**config.mk**
```make
export PLATFORM = sky130hd
export DESIGN_NAME = parallel_port_gpio_lines
export DESIGN_NICKNAME = d
export VERILOG_FILES = /design/src/sv/ppgl_pkg.sv /design/src/sv/ppgl_exec.sv /design/src/sv/parallel_port_gpio_lines.sv
export SDC_FILE = /design/constraint.sdc
export NUM_CORES = 1
export LEC_CHECK = 0
export BUFFER_PORTS_ARGS = -buffer_cell sky130_fd_sc_hd__buf_2
export CORE_MARGIN = 2
export CORE_UTILIZATION = 40
export CTS_CLUSTER_DIAMETER = 100
export DETAILED_ROUTE_END_ITERATION = 8
export GPL_TIMING_DRIVEN = 0
export HOLD_SLACK_MARGIN = 0.03
export SYNTH_ARGS = -nofsm -noshare
export SYNTH_HDL_FRONTEND = slang
export SYNTH_SLANG_ARGS = --single-unit
export TNS_END_PERCENT = 50
```
**constraint.sdc**
```tcl
create_clock -name clk -period 3 [get_ports clk]
set_clock_uncertainty 0.2 [all_clocks]
set_input_delay 0.15 -clock clk [delete_from_list [all_inputs] [get_ports clk]]
set_output_delay 0.15 -clock clk [all_outputs]
set_load 0.02 [all_outputs]
```
**src/sv/ppgl_pkg.sv**
```systemverilog
`timescale 1ns / 1ps

package ppgl_pkg;

    // Number of logical GPIO lines
    localparam int unsigned NUM_LINES = 17;

    // Line groups, one bit per logical line
    localparam logic [16:0] LINES_DATA      = 17'h000FF;
    localparam logic [16:0] LINES_CTL_INV   = 17'h00300;
    localparam logic [16:0] LINES_CTL_PLAIN = 17'h00C00;
    localparam logic [16:0] LINES_WRITABLE  = LINES_DATA | LINES_CTL_INV | LINES_CTL_PLAIN;

    // Line numbers of the group boundaries and of the status lines
    localparam logic [4:0] LINE_DATA_LAST  = 5'd7;
    localparam logic [4:0] LINE_CTL_INV_LO = 5'd8;
    localparam logic [4:0] LINE_CTL_INV_HI = 5'd9;
    localparam logic [4:0] LINE_CTL_PL_LO  = 5'd10;
    localparam logic [4:0] LINE_CTL_PL_HI  = 5'd11;
    localparam logic [4:0] LINE_SELECT_N   = 5'd12;
    localparam logic [4:0] LINE_PAPER      = 5'd13;
    localparam logic [4:0] LINE_ACK        = 5'd14;
    localparam logic [4:0] LINE_BUSY_N     = 5'd15;
    localparam logic [4:0] LINE_ERROR      = 5'd16;

    // Status byte bit positions
    localparam int unsigned STATUS_ERR_BIT = 3;
    localparam int unsigned STATUS_ACK_BIT = 6;

    // Operation codes
    typedef enum logic [2:0] {
        OP_SET_LINE  = 3'd0,
        OP_GET_LINE  = 3'd1,
        OP_MASK_HIGH = 3'd2,
        OP_MASK_LOW  = 3'd3,
        OP_SERVICE   = 3'd4
    } op_t;

    // Configuration register indexes
    localparam logic CFG_DATA_INPUT_MODE = 1'b0;
    localparam logic CFG_ACK_IRQ_ENABLE  = 1'b1;

    // One input transaction
    typedef struct packed {
        logic [7:0]  status_byte;
        logic [7:0]  data_pins_in;
        logic        level;
        logic [16:0] sel_mask;
        logic [4:0]  line_index;
        logic [2:0]  operation;
    } item_t;

    // One result transaction
    typedef struct packed {
        logic       irq_request;
        logic       line_invalid;
        logic       line_level;
        logic [3:0] control_bits_out;
        logic       data_drive_enable;
        logic [7:0] data_pins_out;
    } result_t;

    // Port state carried from item to item
    typedef struct packed {
        logic [7:0] data_latch;
        logic [3:0] control_latch;
        logic       previous_ack;
        logic       irq_pending;
    } port_state_t;

    // Configuration seen by the execution logic
    typedef struct packed {
        logic data_input_mode;
        logic ack_irq_enable;
    } cfg_t;

endpackage

```
**src/sv/ppgl_exec.sv**
```systemverilog
`timescale 1ns / 1ps

module ppgl_exec
(
    input  ppgl_pkg::item_t       item,
    input  ppgl_pkg::port_state_t state_cur,
    input  ppgl_pkg::cfg_t        cfg,
    output ppgl_pkg::port_state_t state_next,
    output ppgl_pkg::result_t     result
);
    import ppgl_pkg::*;

    logic        ack;
    logic        pend;
    logic [16:0] line_bit;
    logic [16:0] drv_mask;
    logic        drv_hi;
    logic        drv_en;
    logic [3:0]  ctl_set;
    logic [3:0]  ctl_clr;
    logic [7:0]  data_src;
    logic        get_level;
    logic        get_invalid;
    logic        lvl_out;
    logic        inv_out;

    // ACK edge detection happens before the operation
    assign ack  = item.status_byte[STATUS_ACK_BIT];
    assign pend = state_cur.irq_pending
                  | (ack & ~state_cur.previous_ack & cfg.ack_irq_enable);

    // One-hot of the addressed line; empty for unmapped lines
    assign line_bit = (item.line_index < 5'(NUM_LINES))
                      ? (17'd1 << item.line_index) : 17'd0;

    // Source of a data line read
    assign data_src = cfg.data_input_mode ? item.data_pins_in : state_cur.data_latch;

    // Level of the addressed line for a get
    always_comb
    begin
        get_level   = 1'b0;
        get_invalid = 1'b0;
        case (item.line_index) inside
            [5'd0:LINE_DATA_LAST]:
                get_level = data_src[item.line_index[2:0]];
            LINE_CTL_INV_LO, LINE_CTL_INV_HI:
                get_level = ~state_cur.control_latch[item.line_index[1:0]];
            LINE_CTL_PL_LO, LINE_CTL_PL_HI:
                get_level = state_cur.control_latch[item.line_index[1:0]];
            LINE_PAPER, LINE_ACK:
                get_level = item.status_byte[item.line_index[2:0]];
            LINE_SELECT_N, LINE_BUSY_N:
                get_level = ~item.status_byte[item.line_index[2:0]];
            LINE_ERROR:
                get_level = item.status_byte[STATUS_ERR_BIT];
            default:
                get_invalid = 1'b1;
        endcase
    end

    // Operation decode: drive mask, direction, result level
    always_comb
    begin
        drv_mask = item.sel_mask;
        drv_hi   = 1'b0;
        drv_en   = 1'b0;
        lvl_out  = 1'b0;
        inv_out  = 1'b0;
        case (op_t'(item.operation))
            OP_SET_LINE:
            begin
                drv_mask = line_bit & LINES_WRITABLE;
                drv_hi   = item.level;
                drv_en   = 1'b1;
            end
            OP_GET_LINE:
            begin
                lvl_out = get_level;
                inv_out = get_invalid;
            end
            OP_MASK_HIGH:
            begin
                drv_hi = 1'b1;
                drv_en = 1'b1;
            end
            OP_MASK_LOW:
            begin
                drv_en = 1'b1;
            end
            OP_SERVICE:
            begin
                lvl_out = pend;
            end
            default:
            begin
                drv_en = 1'b0;
            end
        endcase
    end

    // Raw control bits: plain lines follow the level, inverted lines the opposite
    assign ctl_set = drv_hi ? {drv_mask[11:10], 2'b00} : {2'b00, drv_mask[9:8]};
    assign ctl_clr = drv_hi ? {2'b00, drv_mask[9:8]} : {drv_mask[11:10], 2'b00};

    // Next state
    always_comb
    begin
        state_next = state_cur;
        state_next.previous_ack = ack;
        state_next.irq_pending  = pend;
        if (drv_en)
        begin
            state_next.data_latch = drv_hi ? (state_cur.data_latch | drv_mask[7:0])
                                           : (state_cur.data_latch & ~drv_mask[7:0]);
            state_next.control_latch = (state_cur.control_latch & ~ctl_clr) | ctl_set;
        end
        if (op_t'(item.operation) == OP_SERVICE)
        begin
            state_next.irq_pending = 1'b0;
        end
    end

    // Result fields
    always_comb
    begin
        result.data_pins_out     = state_next.data_latch;
        result.data_drive_enable = ~cfg.data_input_mode;
        result.control_bits_out  = state_next.control_latch;
        result.line_level        = lvl_out;
        result.line_invalid      = inv_out;
        result.irq_request       = state_next.irq_pending;
    end

endmodule

```
**src/sv/parallel_port_gpio_lines.sv**
```systemverilog
`timescale 1ns / 1ps

// Parallel port GPIO line map: 17 logical lines over data latch, control
// latch and status byte.
// Input stream (s_axis_*): one transaction per operation, carrying the
// operation, line number, mask, level and the sampled data pins and status.
// Output stream (m_axis_*): exactly one result transaction per input, with the
// latch values after the operation, the read level and the interrupt request.
// Configuration: cfg_wr_en writes cfg_data into register cfg_index
// (0 data input mode, 1 ACK interrupt enable; writing 0 to the enable also
// drops a pending interrupt). Write only while no transaction is in flight.
// Path: the accepted input is captured in the input register, and its result
// is then captured in the result register. Throughput: one transaction per
// cycle while the receiver is ready, set by the single execution stage that
// updates the port state.
// Reset clears both latches, the ACK history, the pending interrupt and the
// configuration. When the receiver stalls, the result register holds, the
// input register fills, and s_axis_tready drops once both are occupied.
module parallel_port_gpio_lines
(
    input  logic        clk,
    input  logic        rst_n,
    // Input stream
    input  logic        s_axis_tvalid,
    output logic        s_axis_tready,
    // tdata, low bit up: operation[2:0], line_index[4:0], sel_mask[16:0],
    // level, data_pins_in[7:0], status_byte[7:0], zero pad[5:0]
    input  logic [47:0] s_axis_tdata,
    // Output stream
    output logic        m_axis_tvalid,
    input  logic        m_axis_tready,
    // tdata, low bit up: data_pins_out[7:0], data_drive_enable,
    // control_bits_out[3:0], line_level, line_invalid, irq_request
    output logic [15:0] m_axis_tdata,
    // Configuration write port
    input  logic        cfg_wr_en,
    input  logic        cfg_index,
    input  logic        cfg_data
);
    import ppgl_pkg::*;

    item_t       in_reg;
    logic        in_valid_reg;
    result_t     out_reg;
    logic        out_valid_reg;
    port_state_t state_reg;
    port_state_t state_next;
    cfg_t        cfg_reg;
    result_t     result;
    logic        exec_en;

    // Execute when an item is held and the result register is free or draining
    assign exec_en       = in_valid_reg & (~out_valid_reg | m_axis_tready);
    assign s_axis_tready = ~in_valid_reg | exec_en;

    // Input register
    always_ff @(posedge clk or negedge rst_n)
    begin
        if (!rst_n)
        begin
            in_valid_reg <= 1'b0;
        end
        else if (s_axis_tready)
        begin
            in_valid_reg <= s_axis_tvalid;
        end
    end

    always_ff @(posedge clk)
    begin
        if (s_axis_tready && s_axis_tvalid)
        begin
            in_reg <= item_t'(s_axis_tdata[41:0]);
        end
    end

    // Operation logic
    ppgl_exec u_exec
    (
        .item       (in_reg),
        .state_cur  (state_reg),
        .cfg        (cfg_reg),
        .state_next (state_next),
        .result     (result)
    );

    // Port state and configuration registers
    always_ff @(posedge clk or negedge rst_n)
    begin
        if (!rst_n)
        begin
            state_reg <= '0;
            cfg_reg   <= '0;
        end
        else
        begin
            if (exec_en)
            begin
                state_reg <= state_next;
            end
            if (cfg_wr_en)
            begin
                unique case (cfg_index)
                    CFG_DATA_INPUT_MODE:
                    begin
                        cfg_reg.data_input_mode <= cfg_data;
                    end
                    CFG_ACK_IRQ_ENABLE:
                    begin
                        cfg_reg.ack_irq_enable <= cfg_data;
                        if (!cfg_data)
                        begin
                            state_reg.irq_pending <= 1'b0;
                        end
                    end
                    default:
                    begin
                        cfg_reg <= cfg_reg;
                    end
                endcase
            end
        end
    end

    // Result register
    always_ff @(posedge clk or negedge rst_n)
    begin
        if (!rst_n)
        begin
            out_valid_reg <= 1'b0;
        end
        else if (exec_en)
        begin
            out_valid_reg <= 1'b1;
        end
        else if (m_axis_tready)
        begin
            out_valid_reg <= 1'b0;
        end
    end

    always_ff @(posedge clk)
    begin
        if (exec_en)
        begin
            out_reg <= result;
        end
    end

    assign m_axis_tvalid = out_valid_reg;
    assign m_axis_tdata  = out_reg;

endmodule

```
* Word-level counts from Yosys, hierarchy flattened *
Cells that the tools add are included.

storage, ports and cells
  bits in registers = 71
  input bits = 55
  output and inout bits = 18

cells by class
  order comparisons = 5
  equality and inequality tests = 13
  shift operators = 1
  muxes and demuxes = 30
  bitwise operators = 20
  reduce and logical (&&, ||, !) cells = 12

operator list
  kind                                                               count
  == test 5 x 4 -> 1 bit, second input constant                      8
  two-way mux 12 bit                                                 3
  two-way mux 1 bit                                                  18
  two-way mux 8 bit                                                  2
  left shift 1 x 5 -> 12 bit, first input constant                   1
  OR reduction 10 bit                                                1
  bitwise AND 8 bit                                                  1
  two-way mux 4 bit                                                  2
  NOT 1 bit                                                          8
  NOT 8 bit                                                          1
  bitwise OR 8 bit                                                   1
  OR reduction 2 bit                                                 4
  binary-select mux 1 bit (select 3 bit)                             2
  == test 3 x 2 -> 1 bit, second input constant                      2
  == test 5 bit, second input constant                               1
  greater-or-equal comparator 5 x 1 -> 1 bit, second input constant  1
  <= comparator 5 x 3 -> 1 bit, second input constant                1
  < comparator 5 bit, second input constant                          1
  bitwise AND 4 bit                                                  1
  < comparator 3 x 4 -> 1 bit, second input constant                 1
  NOT 4 bit                                                          1
  bitwise OR 4 bit                                                   1
  one-hot mux 1 bit (2 select lines)                                 2
  AND reduction 2 bit                                                2
  10 further kinds                                                   15

* Longest topological paths before layout *
Gate-level depths: netlist of run 1.

  word-level depth = 9
  gate-level depth with buffers = 6
  depth with buffers taken out = 5

* By module *
A second synthesis of run 1 with hierarchy kept.

second synthesis, totals
  cell total of the unflattened synthesis = 224
  area total of the unflattened synthesis = 3338.2 um2

by module, submodules not included
  module                    times used  cells each  area each (um2)  sequential area each (um2)
  parallel_port_gpio_lines  1           107         2504.9           2192.1
  ppgl_exec                 1           117         833.3            0.0

* Worst setup path before layout of run 1 *
OpenSTA, ideal clock, no wires.

  path kind = register to register
  from = register out_valid_reg (netlist: m_axis_tvalid)
  to = register in_reg[0] (netlist bit), enable pin
  library setup time = 394 ps
  arrival time = 1610 ps
  required time = 2406 ps
  setup slack = 796 ps
  stages on the path, launching flop included = 3
  buffers on the path = 0
  cells stage by stage = dfrtp_1 > nand3b_1 > and2_1

between the ends
  cells in the longest elaborated chain, start to end = 5

RTL lines
  what                    RTL line                         source
  start, declared         parallel_port_gpio_lines.sv:45   logic out_valid_reg;
  start signal, assigned  parallel_port_gpio_lines.sv:130  out_valid_reg <= 1'b0;
  start signal, assigned  parallel_port_gpio_lines.sv:134  out_valid_reg <= 1'b1;
  start signal, assigned  parallel_port_gpio_lines.sv:138  out_valid_reg <= 1'b0;
  NOT 1 bit               parallel_port_gpio_lines.sv:53   assign exec_en = in_valid_reg & (~out_valid_reg | m_axis_tready);
  bitwise OR 1 bit        parallel_port_gpio_lines.sv:53
  bitwise AND 1 bit       parallel_port_gpio_lines.sv:53
  bitwise OR 1 bit        parallel_port_gpio_lines.sv:54   assign s_axis_tready = ~in_valid_reg | exec_en;
  via s_axis_tready       parallel_port_gpio_lines.sv:25   output logic s_axis_tready,
  logical AND 1 bit       parallel_port_gpio_lines.sv:71   if (s_axis_tready && s_axis_tvalid)
  end signal, assigned    parallel_port_gpio_lines.sv:73   in_reg <= item_t'(s_axis_tdata[41:0]);
  end, declared           parallel_port_gpio_lines.sv:42   item_t in_reg;

The timed path passes the listed nets, and every way through them passes these cells.
A chain may end at the register's enable or synchronous reset.

==> impl_metrics.json, run 1 <==
{
  "postSynthCellCount": 207,
  "critPathMaxFanout": 10,
  "yosysWarnings": 0,
  "drc": 0,
  "coreArea_um2": 7290,
  "grt_max_degree": 35,
  "clkLatencyLatePin_ns": 0.34,
  "rsz0062_at_grt": "no",
  "ir_worst_vdd_v": 0.000256,
  "path_clk_slew_ns": 0.07,
  "die_w_um": 91.1,
  "antenna_found_initial": 0,
  "synth_top_cell_area_share": 0.495,
  "critPathSlowestCell": "buf_1",
  "dp_cells": 364,
  "hold_slack_ns": 0.0978,
  "synthArstFlopShare": 0.265,
  "layout.nets": 374,
  "gp_congestion": 0.821,
  "tightestPinTransition_ns": 0.776,
  "ys_seq_elements": 68,
  "die_h_um": 91.1,
  "placementRows": 31,
  "synth.most_common_cell": "edfxtp_1",
  "min_period_over_period": 0.743,
  "slew_headroom": 0.482,
  "first_pass_iters": 4,
  "startpoint_type": "flip-flop",
  "grt_remaining_overflow": 0,
  "drv_slew": 0,
  "grt_use_total": 0.171,
  "mappedNetlistNets": 262,
  "min_period_ns": 2.23,
  "p_leak_nw": 1.57,
  "antenna_cells": 0,
  "status": "complete, no violations",
  "grt_pass1_vias": 2176,
  "setup_tns_ns": 0,
  "ys_seq_area_frac": 0.643,
  "avgSynthCellArea_um2": 14.7,
  "yosysTopAreaCell": "edfxtp_1",
  "synth_edf_count": 50,
  "largest_reg_flops": 34,
  "setup_viol": 0,
  "p_per_area_nw_per_um2": 543,
  "h-tree-depth": 3,
  "synth_area_um2": 3040,
  "num_vias": 2164,
  "yosysUniqueCellTypes": 48,
  "required_ns": 2.85,
  "grt_pass1_wl_um": 10900,
  "cts-root-buf": "clkbuf_8",
  "endpoint_kind": "flip-flop",
  "synthTopCellsByArea": "edfxtp_1, dfrtp_1, mux2_1",
  "routedWlPerCell_um": 15.9,
  "area_delta_synth_final_pct": 32.8,
  "clock-sinks": 68,
  "drtIter0Drc": 193,
  "drive_above_1_share": 0.307,
  "routed_wl_um": 6730,
  "fmax_mhz": 449,
  "cts_tree": "built",
  "path_class": "reg -> reg",
  "hold_class": "in -> async",
  "dp_hpwl_um": 4470,
  "clockBufferDepth": 2,
  "ys.flop_type": "edfxtp_1",
  "numPortBuffers": 58,
  "pin_count": 73,
  "worst_path_largest_cell_delay_ns": 0.45,
  "avgViaCountPerCell": 5.13,
  "initial_core_util": 0.416,
  "finalHoldViolCount": 0,
  "drv_cap": 0,
  "worstPathCellList": "buf_2 -> buf_1 -> clkbuf_1 -> o31ai_1",
  "dieArea_um2": 8300,
  "synth_common_cells": "edfxtp_1, dfrtp_1, o21ai_0, mux2_1, o31ai_1",
  "antenna_left": 0,
  "cts_buffers": 9,
  "final_cells": 422,
  "critPathArrivalTime_ns": 2.08
}
-- where the power goes --
group | total [mW] | leakage [nW] | internal (mW) | switching [mW]
Clock | 0.601 | 0.0780 | 0.287 | 0.314
Sequential | 1.20 | 0.707 | 1.14 | 0.0599
Combinational | 0.389 | 0.783 | 0.185 | 0.204
-- path summary, 6_finish.rpt --
check / startpoint / to / slack (ns) / cells after the start
min in group clk: in_valid_reg / m_axis_tvalid / 0.29 / 1
min reg2reg: in_valid_reg / m_axis_tvalid / 0.29 / 1
max reg2reg: in_reg[2] / m_axis_tdata[12] / 0.77 / 4
min: rst_n / cfg_reg[1] / 0.1 / 2
max: in_reg[2] / m_axis_tdata[12] / 0.77 / 4
max in group asynchronous: rst_n / state_reg[6] / 2.17 / 2
-- final cells by class --
class / count / area (µm²)
plain buffers: 13 / 73.8
inverters: 5 / 18.8
flip-flops and latches: 68 / 1950
repair buffers: 101 / 721
clock buffers: 11 / 131
well taps: 99 / 124
multi-input cells: 121 / 992
clock inverters: 4 / 17.5
fillers: 665 / 3260
-- through the flow --
step / power [mW] / setup slack, ns / util / area, µm²
2_1_floorplan: 1.43 / 0.796 / - / 3040
3_3_place_gp: 1.55 / 0.748 / 0.473 / 3450
4_1_cts: 2.20 / 0.640 / 0.553 / 4030
3_5_place_dp: 1.56 / 0.668 / 0.473 / 3450
5_1_grt: 2.29 / 0.674 / 0.553 / 4030
6_report: 2.19 / 0.772 / 0.553 / 4030
-- metal layers --
metal | track usage | wire length [µm] | vias to the layer above | share of wire
li1 | - | - | 1035 | -
met1 | 0.247 | 3160 | 1038 | 0.47
met2 | 0.258 | 3090 | 84 | 0.46
met3 | 0.0415 | 404 | 7 | 0.060
met4 | 0.0492 | 68 | 0 | 0.010
met5 | 0 | 0 | - | 0
-- kinds of logic (layout without fill, tap and decap cells) --
logic type             Yosys count  count (layout)  share of synthesized area
AO/OA/AOI/OAI                   53              53                      0.123
buffers and inverters           18             134                     0.0305
flip-flops                      68              68                      0.643
multiplexers                    24              24                      0.102
AND/OR/NAND/NOR                 44              44                      0.101
-- critical path: cells and delay by family, from the launching register on --
family          cells  cell delay [ns]
buf+inv             3             1.16
flops               1             0.36
compound gates      1             0.22
-- cell usage in the layout (no fill, tap or decap), types with 2 or more instances in the layout --
master         Yosys  routed
buf_6              2       2
clkinv_1           0       2
clkinv_2           0       2
nor2b_1            2       2
a22oi_1            6       6
nand2b_1           3       3
o21a_1             2       2
nand2_1            7       7
nor3b_1            2       2
mux2i_1            5       5
clkbuf_1           4       6
dfrtp_1           18      18
o21ai_0           14      14
buf_2              4      62
mux2_2             4       4
nor3_2             6       6
mux2_1            11      11
dlygate4sd3_1      0      43
mux4_2             4       4
nor2_1             6       6
inv_1              5       5
nor3_1             6       6
a32oi_1            4       4
and2_1             3       2
clkbuf_8           0       9
nand3b_1           2       2
o31ai_1           11      11
a21oi_1            3       3
edfxtp_1          50      50
-- timing repair --
action,in CTS,in global routing
hold buffers,43,0
buffers inserted,0,0
resized for setup,0,0
hold endpoints to repair,57,0
No activity file was read; power rests on OpenSTA's default activity.
==> inputs of run 2 (changes only) <==
Settings changed: ABC_AREA set to 1.
Clock period 3 ns to 2.02 ns, I/O delays scaled along.
==> impl_metrics.json, run 2 <==
{
  "synth_area_um2": 3060,
  "largest_reg_flops": 34,
  "synthTopCellsByArea": "edfxtp_1, dfrtp_1, nand2_1",
  "coreArea_um2": 7330,
  "antenna_cells": 0,
  "yosysTopAreaCell": "edfxtp_1",
  "gp_congestion": 0.833,
  "ys.flop_type": "edfxtp_1",
  "die_w_um": 91.5,
  "routed_wl_um": 6850,
  "worstPathCellList": "buf_4 -> nor2_4 -> inv_1 -> o21ai_0 -> nand2_1 -> o21ai_0 -> inv_1",
  "finalHoldViolCount": 0,
  "ys_seq_area_frac": 0.638,
  "path_class": "reg -> reg",
  "synth_top_cell_area_share": 0.490,
  "p_leak_nw": 1.90,
  "placementRows": 31,
  "drv_slew": 0,
  "slew_headroom": 0.575,
  "hold_class": "in -> async",
  "cts-root-buf": "clkbuf_8",
  "hold_slack_ns": 0.0245,
  "grt_pass1_wl_um": 11200,
  "pin_count": 73,
  "worst_path_largest_cell_delay_ns": 0.37,
  "critPathArrivalTime_ns": 1.81,
  "min_period_ns": 1.91,
  "synth_common_cells": "nand2_1, edfxtp_1, inv_1, nor2_1, o21ai_0",
  "area_delta_synth_final_pct": 33.9,
  "drv_cap": 0,
  "grt_use_total": 0.173,
  "grt_max_degree": 35,
  "worstSetupEndpoint": "m_axis_tdata[0]",
  "layout.nets": 490,
  "dp_hpwl_um": 4560,
  "placed_area_um2": 3480,
  "ir_worst_vdd_v": 0.000463,
  "rsz0062_at_grt": "yes",
  "dieArea_um2": 8370,
  "final_area_um2": 4100,
  "p_per_area_nw_per_um2": 928,
  "required_ns": 1.92,
  "cts_buffers": 9,
  "ys_seq_elements": 68,
  "first_pass_iters": 4,
  "final_common_cell": "nand2_1",
  "synthArstFlopShare": 0.265,
  "antenna_found_initial": 0,
  "r2r_slack_ns": 0.11,
  "clkLatencyLatePin_ns": 0.34,
  "postSynthCellCount": 321,
  "min_period_over_period": 0.947,
  "avgSynthCellArea_um2": 9.54,
  "initial_core_util": 0.418,
  "path_clk_slew_ns": 0.07,
  "clock-sinks": 68,
  "routedWlPerCell_um": 12.7,
  "cts_tree": "built",
  "r2r-end": "m_axis_tdata[0]",
  "avgViaCountPerCell": 4.51,
  "critPathMaxFanout": 8,
  "reg2reg_depth": 7,
  "num_vias": 2429,
  "mostFrequentLayoutCells": "nand2_1, buf_2, edfxtp_1, inv_1, dlygate4sd3_1",
  "antenna_left": 0,
  "yosysWarnings": 0,
  "cp-startpoint": "in_reg[3]",
  "fmax_mhz": 523,
  "grt_remaining_overflow": 0,
  "clockBufferDepth": 2,
  "drive_above_1_share": 0.205,
  "grt_pass1_vias": 2348,
  "mappedNetlistNets": 376,
  "yosysUniqueCellTypes": 24,
  "die_h_um": 91.5,
  "tightestPinTransition_ns": 0.636,
  "drtIter0Drc": 156,
  "place_ws_ns": 0.0715,
  "synth.most_common_cell": "nand2_1",
  "startpoint_type": "flip-flop",
  "r2r-start": "in_reg[3]",
  "drc": 0,
  "endpoint_kind": "flip-flop",
  "setup_viol": 0,
  "synth_edf_count": 50,
  "numPortBuffers": 58,
  "fin_ws_ns": 0.108,
  "critPathSlowestCell": "edfxtp_1",
  "h-tree-depth": 3,
  "status": "complete, no violations"
}
==> run 2: repair_timing <==
item	4_1_cts	5_1_grt
setup endpoints to repair	0	39
setup buffers	0	0
hold buffers	44	0
resized for setup	0	6
endpoints found under the hold margin	57	0
==> run 2: final cells by class <==
type / instances / area [µm²]
Multi-Input combinational cell: 194 / 871
Fill cell: 671 / 3230
Clock buffer: 13 / 149
Inverter: 50 / 191
Timing Repair inverter: 1 / 7.51
Clock inverter: 3 / 15.0
Timing Repair Buffer: 102 / 733
Sequential cell: 68 / 1950
Buffer: 9 / 56.3
Tap cell: 99 / 124
==> run 2: worst max-delay path: cells and delay by family (launching register included) <==
kind                   cells  cell delay, ns
buffers and inverters      3            0.35
and+or+nand+nor            2            0.33
AOI/OAI and AO/OA          2            0.43
DFF                        1            0.37
==> run 2: how the worst min path moves through the flow <==
stage               slack, ns            to
floorplan               -0.39    cfg_reg[0]
global placement        -0.13    cfg_reg[1]
detailed placement      -0.13  in_valid_reg
CTS                      0.04  state_reg[7]
global route             0.05  in_valid_reg
finish                   0.02  in_valid_reg
==> run 2: routing by layer <==
metal  track usage  up-vias  part of all wire
met5             0        -                 0
met1         0.232     1093              0.48
met3        0.0299       10             0.034
met2         0.276       59              0.47
li1              -     1267                 -
met4        0.0745        0             0.017
==> run 2: cell families after synthesis <==
| kind of cell | count (synthesis) | share of synthesized area |
|---|---|---|
| flip-flops | 68 | 0.638 |
| buffers and inverters | 59 | 0.0789 |
| AND/OR/NAND/NOR | 142 | 0.190 |
| AO/OA/AOI/OAI | 52 | 0.0940 |
==> run 2: power by group <==
group          switching (mW)  internal [mW]  total, mW
combinational           0.572          0.344      0.916
clock                   0.479          0.474      0.953
sequential              0.130           1.80       1.93
==> run 2: per-stage QoR <==
step	instances	TNS, ns	power, mW	util
5_1_grt	539	-0.0104	4.06	0.559
4_1_cts	538	0	3.82	0.557
2_1_floorplan	321	0	2.52	-
3_3_place_gp	478	0	2.77	0.475
3_5_place_dp	478	0	2.80	0.475
6_report	539	0	3.80	0.559
